$ cat src/hw/rtl/aaid_pkg.sv
// Package with shared types and constants for the area-average downscaler.
`timescale 1ns / 1ps

package aaid_pkg;

  // Fixed widths and limits of the configuration port, size registers, rows and component lanes
  localparam int unsigned SIZE_W     = 13;
  localparam int unsigned CFG_DW     = 17;
  localparam int unsigned CFG_IW     = 3;
  localparam int unsigned MAX_HEIGHT = 4096;
  localparam int unsigned ROW_W      = 13;
  localparam int unsigned LANES      = 3;
  localparam int unsigned LANE_W     = 2;

  // Configuration register indexes
  typedef enum logic [CFG_IW-1:0] {
    CFG_SRC_WIDTH    = 3'd0,
    CFG_SRC_HEIGHT   = 3'd1,
    CFG_DST_WIDTH    = 3'd2,
    CFG_DST_HEIGHT   = 3'd3,
    CFG_SCALE_WEIGHT = 3'd4,
    CFG_COLOR_MODE   = 3'd5
  } cfg_reg_e;

  // Controller states
  typedef enum logic [2:0] {
    ST_CLEAR,
    ST_IDLE,
    ST_HORIZ,
    ST_VERT,
    ST_FINISH
  } ctrl_state_e;

  // Commands from controller to datapath
  typedef struct packed {
    logic              clear;
    logic              load;
    logic              horiz;
    logic              vert;
    logic [LANE_W-1:0] lane;
    logic              finish;
  } aaid_cmd_t;

  // Status from datapath to controller
  typedef struct packed {
    logic clear_done;
    logic need_vert;
    logic emit;
    logic out_busy;
  } aaid_status_t;

endpackage

$ cat src/hw/rtl/aaid_ctrl.sv
// Controller state machine sequencing one source pixel through the datapath.
`timescale 1ns / 1ps

module aaid_ctrl import aaid_pkg::*; (
  input  logic         clk_i,
  input  logic         rst_ni,
  input  logic         in_valid_i,
  output logic         in_stall_o,
  input  aaid_status_t status_i,
  output aaid_cmd_t    cmd_o
);

  ctrl_state_e       state_q, state_d;
  logic [LANE_W-1:0] lane_q, lane_d;

  // State and lane registers
  always_ff @(posedge clk_i or negedge rst_ni) begin
    if (!rst_ni) begin
      state_q <= ST_CLEAR;
      lane_q  <= '0;
    end else begin
      state_q <= state_d;
      lane_q  <= lane_d;
    end
  end

  // Next state and commands
  always_comb begin
    state_d    = state_q;
    lane_d     = lane_q;
    cmd_o      = '0;
    cmd_o.lane = lane_q;
    in_stall_o = 1'b1;
    unique case (state_q)
      ST_CLEAR: begin
        cmd_o.clear = 1'b1;
        if (status_i.clear_done) state_d = ST_IDLE;
      end
      ST_IDLE: begin
        in_stall_o = 1'b0;
        if (in_valid_i) begin
          cmd_o.load = 1'b1;
          state_d    = ST_HORIZ;
        end
      end
      ST_HORIZ: begin
        cmd_o.horiz = 1'b1;
        lane_d      = '0;
        state_d     = status_i.need_vert ? ST_VERT : ST_FINISH;
      end
      ST_VERT: begin
        cmd_o.vert = 1'b1;
        if (lane_q == LANE_W'(LANES - 1)) begin
          state_d = ST_FINISH;
        end else begin
          lane_d = lane_q + LANE_W'(1);
        end
      end
      ST_FINISH: begin
        // Hold while a result is due and the output register is still full
        if (!(status_i.need_vert && status_i.emit && status_i.out_busy)) begin
          cmd_o.finish = 1'b1;
          state_d      = ST_IDLE;
        end
      end
      default: state_d = ST_IDLE;
    endcase
  end

endmodule

$ cat config.mk
export PLATFORM = sky130hd
export DESIGN_NAME = aaid_ctrl
export DESIGN_NICKNAME = d
export VERILOG_FILES = /design/src/hw/rtl/aaid_pkg.sv /design/src/hw/rtl/aaid_ctrl.sv
export SDC_FILE = /design/constraint.sdc
export NUM_CORES = 1
export LEC_CHECK = 0
export BUFFER_PORTS_ARGS = -buffer_cell sky130_fd_sc_hd__buf_2
export CORE_AREA = 2 2 39 41
export DETAILED_ROUTE_END_ITERATION = 12
export DIE_AREA = 0 0 41 43
export MAX_ROUTING_LAYER = met4
export PLACE_DENSITY_LB_ADDON = 0.25
export SETUP_SLACK_MARGIN = 0.3
export SYNTH_ARGS = -nofsm -noshare
export SYNTH_HDL_FRONTEND = slang
export SYNTH_SLANG_ARGS = --single-unit
$ cat constraint.sdc
create_clock -name clk_i -period 2.59 [get_ports clk_i]
set_clock_uncertainty 0.2 [all_clocks]
set_input_delay 0.3885 -clock clk_i [delete_from_list [all_inputs] [get_ports clk_i]]
set_output_delay 0.3885 -clock clk_i [all_outputs]
set_load 0.03 [all_outputs]
Yosys cells after proc, flatten, opt, wreduce, memory -nomap -nowiden
Index checks and enable logic that the tools add are counted.
Widths: inputs -> output; s select.
{"block": "totals", "mem_bits_rw": 0, "out_inout_bits": 8, "input_bits": 7, "romBits": 0, "ff_bits": 5, "wordCells": 35, "latch_bits": 0, "memories": 0}
{"block": "classes", "mux": 16, "mul": 0, "div_mod_pow": 0, "order_cmp": 0, "shift": 0, "n_eq_ne": 10, "bitwise": 0, "addsub": 1, "n_reduce_logical": 6}
{"cell": "$mux 3", "count": 5}
{"cell": "$pmux 3 s5", "count": 1}
{"cell": "$ne 2x2->1 const B", "count": 5}
{"cell": "$mux 1", "count": 8}
{"cell": "$eq 3x2->1 const B", "count": 2}
{"cell": "$pmux 2 s2", "count": 1}
{"cell": "$reduce_and 4->1", "count": 1}
{"cell": "$eq 3x1->1 const B", "count": 1}
{"cell": "$eq 3x3->1 const B", "count": 1}
{"cell": "$logic_not 3->1", "count": 1}
{"cell": "$add 2x1->2 const B", "count": 1}
{"cell": "$eq 2x2->1 const B", "count": 1}
{"cell": "$logic_and 1x1->1", "count": 2}
{"cell": "$mux 2", "count": 1}
{"cell": "$reduce_and 2->1", "count": 1}
{"cell": "$reduce_bool 2->1", "count": 1}

Longest topological paths before layout
Gate-level depths: netlist of the first run.
{"block": "logic_depth", "ltp_word": 4, "mapped_depth": 5, "mapped_depth_nobuf": 5}

Worst setup path after synthesis of the first run
No wires, ideal clock.
{"block": "synth_timing", "path_type": "flip-flop to output port", "start": "reg state_q[0]", "end": "out cmd_o[5] (netlist bit)", "arrival_ps": 1214, "required_ps": 2002, "setup_slack_ps": 787, "stages_incl_launch_ff": 4, "path_buffers": 1, "path_cell_list": "dfrtp_1 buf_2 nand2_1 nor2_1"}
{"element": "start, declared", "line_no": "aaid_ctrl.sv:13", "rtl": "ctrl_state_e state_q, state_d;"}
{"element": "start signal, assigned", "line_no": "aaid_ctrl.sv:22", "rtl": "state_q <= state_d;"}
{"element": "end, declared", "line_no": "aaid_ctrl.sv:10", "rtl": "output aaid_cmd_t cmd_o"}

==> impl_metrics.ini, run 1 <==
[grt]
grt_pass1_wl_um = 1010
antenna_found_initial = 0
grt_pass1_vias = 258
grt_remaining_overflow = 0
grt_usage_pct = 9.51
grt_max_degree = 12

[sta]
hold_viol = 0
tightest_slew_ns = 0.334
slew_headroom_pct = 77.7
fin_tns_setup_ns = 0
min_period_ns = 1.86
holdWs_ns = 0.244
rsz0062_at_grt = false
drv_slew = 0
fmax_ghz = 0.537
setup_viol = 0
finalCritPeriodShare_pct = 71.9

[setup_path]
critPathTopFamily = flip-flops
start_kind = flop
critical_path.max_fanout = 8
cp-end-kind = output pin
required_ns = 2.00
critPathKind = flop to output pin
crit_slowest_cell = dfrtp_1
worstPathArrival_ns = 1.27
crit_path_max_incr_delay_ns = 0.45
timing.critical_path.buf_inv = 1
crit_chain = and2b_1 -> and2_1 -> buf_2

[place]
place.gp.congestion = 0.633
io_buffers = 14
postPlaceCellArea_um2 = 399
hpwl_um = 547

[synthesis]
synth_seq_cells = 5
yosys-top-cells-area = dfrtp_1 40%, mux4_2 7.2%, nor2_1 7.2%
async_flop_share_pct = 100
synthFlopType = dfrtp_1
yosysUniqueCellTypes = 19
syn_inst = 37
synth.top_cell.area_share_pct = 39.8
synth_edf_count = 0
syn-mean-instance-area_um2 = 8.49
synth_most_common_cell = nor2_1
ys_seq_area_share_pct = 39.8
synth_top_area_cell = dfrtp_1
syn_nets = 45
synth_commonest_cells = 6 x nor2_1, 5 x dfrtp_1, 4 x nand2_1
ys_warn_count = 0
synth_area_um2 = 314

[power_and_ir_drop]
p_comb_share_pct = 56.1
p_per_area_nw_per_um2 = 1330
intPower_uw = 293
leakagePower_uw = 0.000224
vdd_drop_max_mv = 0.379
clkPwrFrac_pct = 14.8
switching_share_pct = 49.4
power_frac_seq_pct = 29.0
p_switching_uw = 286

[route]
first_pass_iters = 4
drt_iter0_markers = 2
antenna_left = 0
remaining_drc_errors = 0
viasPerCell = 4.21
vias = 299
routed_wl_um = 675
wl_per_cell_um = 9.51

[clock_network]
cts_max_level = 1
post_cts_resized = 0
cts.reportedPaths.clkPinSlew_ns = 0.04
cts_buffer_depth = 2
numCtsBuffers = 3
cts_tree = yes
clk_root_buffer_cell = clkbuf_4
cts.sinks = 5
clk_latency_ns = 0.23

[floorplanning]
rows = 14
core_area_um2 = 1380
die_area_um2 = 1760
die_w_um = 41
die_y_um = 43
initial_core_util_pct = 22.7
boundaryPins = 15

[final_layout]
n_fill_cell = 158
final_util_pct = 31.5
antennaDiodeCount = 0
multi_input_area_um2 = 173
nNetsFinal = 64
seq_area_um2 = 125
finish.instance_area_um2 = 435
syn_to_final_growth_pct = 38.6
drive_above_1_share_pct = 32.7

[min_path]
hp-class = input pin to flop

[job]
maxCapViolCount = 0

[status]
outcome = complete, no violations
[timing repair]
item	in CTS	in global routing
buffers inserted	0	0
hold buffers	1	0
hold endpoints to repair	5	0
[flip-flops by register name, summed over array words and instances, names as in the netlist]
signal,flops
lane_q,2
state_q,3
[path summary, 6_finish.rpt]
| check | cells after the start | slack [ns] | startpoint | endpoint |
|---|---|---|---|---|
| setup / recovery | 3 | 0.73 | state_q[2] | cmd_o[3] |
| min in group asynchronous | 2 | 0.30 | rst_ni | state_q[0] |
| hold / removal | 3 | 0.24 | in_valid_i | state_q[1] |
| max in group asynchronous | 2 | 1.77 | rst_ni | lane_q[1] |
| hold reg to reg | 1 | 0.28 | lane_q[0] | lane_q[0] |
| setup reg to reg | 5 | 0.93 | lane_q[0] | state_q[0] |
[power groups by stage]
stage / clock network (uW) / registers [uW] / logic [uW]
CTS: 91.6 / 167 / 329
floorplan: 0 / 170 / 243
finish: 85.9 / 168 / 325
global placement: 0 / 170 / 327
detailed placement: 0 / 168 / 327
global route: 97.3 / 173 / 355
[tightest hold or removal path: stages]
cell and delay [ns]:
buf_2 0.11, nand3b_1 0.08, a21oi_1 0.06
[cells in the final DEF, fill, tap and decap left out, types with 2 or more instances in the layout]
cell type  count
a21oi_1        3
buf_2         14
clkbuf_4       3
dfrtp_1        5
inv_1          3
nand2_1        4
nand3_1        2
nand3b_1       2
nor2_1         6
[per-layer routing]
| layer | GRT usage [%] | routed length, um | part of all wire, % |
|---|---|---|---|
| met4 | 10.0 | 8 | 1.2 |
| met2 | 12.5 | 320 | 47 |
| met3 | 3.14 | 40 | 5.9 |
| met1 | 10.1 | 305 | 45 |
| met5 | - | 0 | 0 |
[logic make-up after synthesis]
| kind of cell | Yosys count | synth area share (%) |
|---|---|---|
| fa+ha+maj | 1 | 3.98 |
| compound gates | 7 | 13.9 |
| simple gates | 19 | 29.9 |
| buf+inv | 4 | 5.18 |
| flops | 5 | 39.8 |
| mux | 1 | 7.17 |
[cell type report]
class / count / share of cell area, %
flip-flops and latches: 5 / 28.7
well taps: 16 / 4.60
inverters: 3 / 2.59
multi-input cells: 28 / 39.7
clock buffers: 4 / 6.03
repair buffers: 15 / 18.4
[per-stage QoR]
stage / std cells / power (uW) / setup slack [ns]
6_report: 71 / 579 / 0.728
5_1_grt: 71 / 625 / 0.652
4_1_cts: 71 / 588 / 0.720
3_5_place_dp: 66 / 495 / 0.928
3_3_place_gp: 66 / 497 / 0.959
2_1_floorplan: 37 / 413 / 0.787
(Power assumes the default switching activity.)
==> run 2, diff against run 1 <==
==> constraint.sdc (replaced) <==
create_clock -name clk_i -period 1.5 [get_ports clk_i]
set_clock_uncertainty 0.2 [all_clocks]
set_input_delay 0.225 -clock clk_i [delete_from_list [all_inputs] [get_ports clk_i]]
set_output_delay 0.225 -clock clk_i [all_outputs]
set_load 0.03 [all_outputs]
==> run 2 against run 1 <==
The flow now finishes with violations (negative setup slack). Worst hold slack worse by 0.16 ns. Via count is 31% higher. Flip-flop and latch count stayed put. Die area stayed put. Register-to-register slack worse by 1.0 ns. Non-clock buffer count is 14 higher. Critical endpoint unchanged. Largest cell class unchanged. Largest power group unchanged.
==> impl_metrics.ini, run 2 (synthesis gave the netlist of run 1 again) <==
[setup_path]
required_ns = 1.07
r2r-end = state_q[0]
critPathKind = flop to output pin
reg2regPathDepth = 5
rrSetupSlack_ns = -0.07
cp-end-kind = output pin
startpoint = state_q[2]
start_kind = flop
worstPathArrival_ns = 1.17
critical_path.max_fanout = 7
r2r_start = lane_q[0]

[min_path]
whs_endpoint = state_q[1]
hold_depth = 3
hold_path.startpoint = in_valid_i
hp-class = input pin to flop

[power_and_ir_drop]
p_per_area_nw_per_um2 = 2340
finalPower_uw = 1610
vdd_drop_max_mv = 1.11
leakagePower_uw = 0.000309

[final_layout]
final_cell_mix = 12 x buf_4, 10 x buf_6, 6 x buf_2
nNetsFinal = 78
n_fill_cell = 133
reg.largest.list = state_q: 3 flops, lane_q: 2 flops
mostFrequentLayoutCell = buf_4
antennaDiodeCount = 0
stdcell_count = 85
finish.instance_area_um2 = 691
largest_reg_flops = 3
final_util_pct = 49.9
largest_register = state_q
syn_to_final_growth_pct = 120
drive_above_1_share_pct = 78.3

[sta]
tightest_slew_ns = 0.176
setup_viol = 6
drv_slew = 0
fmax_ghz = 0.625
fin_ws_ns = -0.0999
rsz0062_at_grt = true
holdWs_ns = 0.0842
min_period_ns = 1.60
finalCritPeriodShare_pct = 107
slew_headroom_pct = 88.2
hold_viol = 0

[floorplanning]
die_y_um = 43
initial_core_util_pct = 22.7
rows = 14
core_area_um2 = 1380
die_w_um = 41
boundaryPins = 15
die_area_um2 = 1760

[grt]
grt_use_met2_pct = 20.6
grt_util_met3_pct = 5.24
grt_max_degree = 8
grt-busiest-layer = met2
grt_usage_pct = 13.2
grt_util_met1_pct = 14.0
antenna_found_initial = 0
grt_pass1_vias = 357
grt_remaining_overflow = 0
grt_pass1_wl_um = 1490

[place]
io_buffers = 14
hpwl_um = 620
placedCellCount = 72
place.gp.congestion = 0.773
postPlaceCellArea_um2 = 495

[clock_network]
cts_buffer_depth = 2
cts.sinks = 5
cts_max_level = 1
cts_tree = yes
clk_root_buffer_cell = clkbuf_4
numCtsBuffers = 3
cts.reportedPaths.clkPinSlew_ns = 0.04
clk_latency_ns = 0.24

[route]
wl_per_cell_um = 10.5
vias = 391
drt_iter0_markers = 0
first_pass_iters = 1
antenna_left = 0
routed_wl_um = 891
remaining_drc_errors = 0
viasPerCell = 4.60

[status]
outcome = finished, violations left
violations = negative setup slack

[job]
maxCapViolCount = 0
run 2: changes by cell type in the layout (fill, tap and decap cells not counted), sizes merged:
cell and delta:
buf +14
run 2: where the power goes:
group          total, uW  leakage, uW  internal [uW]  switching, uW
clock                154    0.0000150            100           53.5
combinational       1160     0.000238            612            546
sequential           303    0.0000562            206           97.3
run 2: worst max-delay path by stage:
stage                             to  slack (ns)  cells past startpoint
after floorplan           state_q[0]       -0.16                      5
after global placement    state_q[0]       -0.05                      5
after detailed placement  state_q[0]       -0.07                      5
after CTS                   cmd_o[3]       -0.09                      3
after global routing        cmd_o[3]       -0.15                      3
final                       cmd_o[3]        -0.1                      3
run 2: layer usage:
layer,vias to the layer above,wire [um]
met5,-,0
met4,0,21
met3,2,37
met2,10,484
met1,186,348
li1,193,-
run 2: through the flow:
step	worst slack, ns	TNS (ns)
after global routing	-0.146	-0.752
final	-0.0999	-0.387
after floorplan	-0.163	-0.278
after CTS	-0.0901	-0.428
after detailed placement	-0.0749	-0.0749
after global placement	-0.0506	-0.0506
run 2: critical path, cell delays in order, from the launching register on:
cell	delay [ns]
dfrtp_2	0.45
and2b_1	0.23
and2_4	0.14
buf_6	0.12
run 2: timing repair:
item,CTS,global route
resized for setup,21,9
endpoints found under the setup margin,13,13
pin swaps,5,3
hold buffers,1,0
hold endpoints to repair,5,0
buffers inserted,6,2
run 2: area by class of cell:
type | instances | area (um2) | area share, %
Inverter | 3 | 11.3 | 1.63
Clock buffer | 4 | 26.3 | 3.80
Sequential cell | 5 | 131 | 19.0
Multi-Input combinational cell | 28 | 259 | 37.5
Timing Repair Buffer | 29 | 243 | 35.1
Tap cell | 16 | 20.0 | 2.90
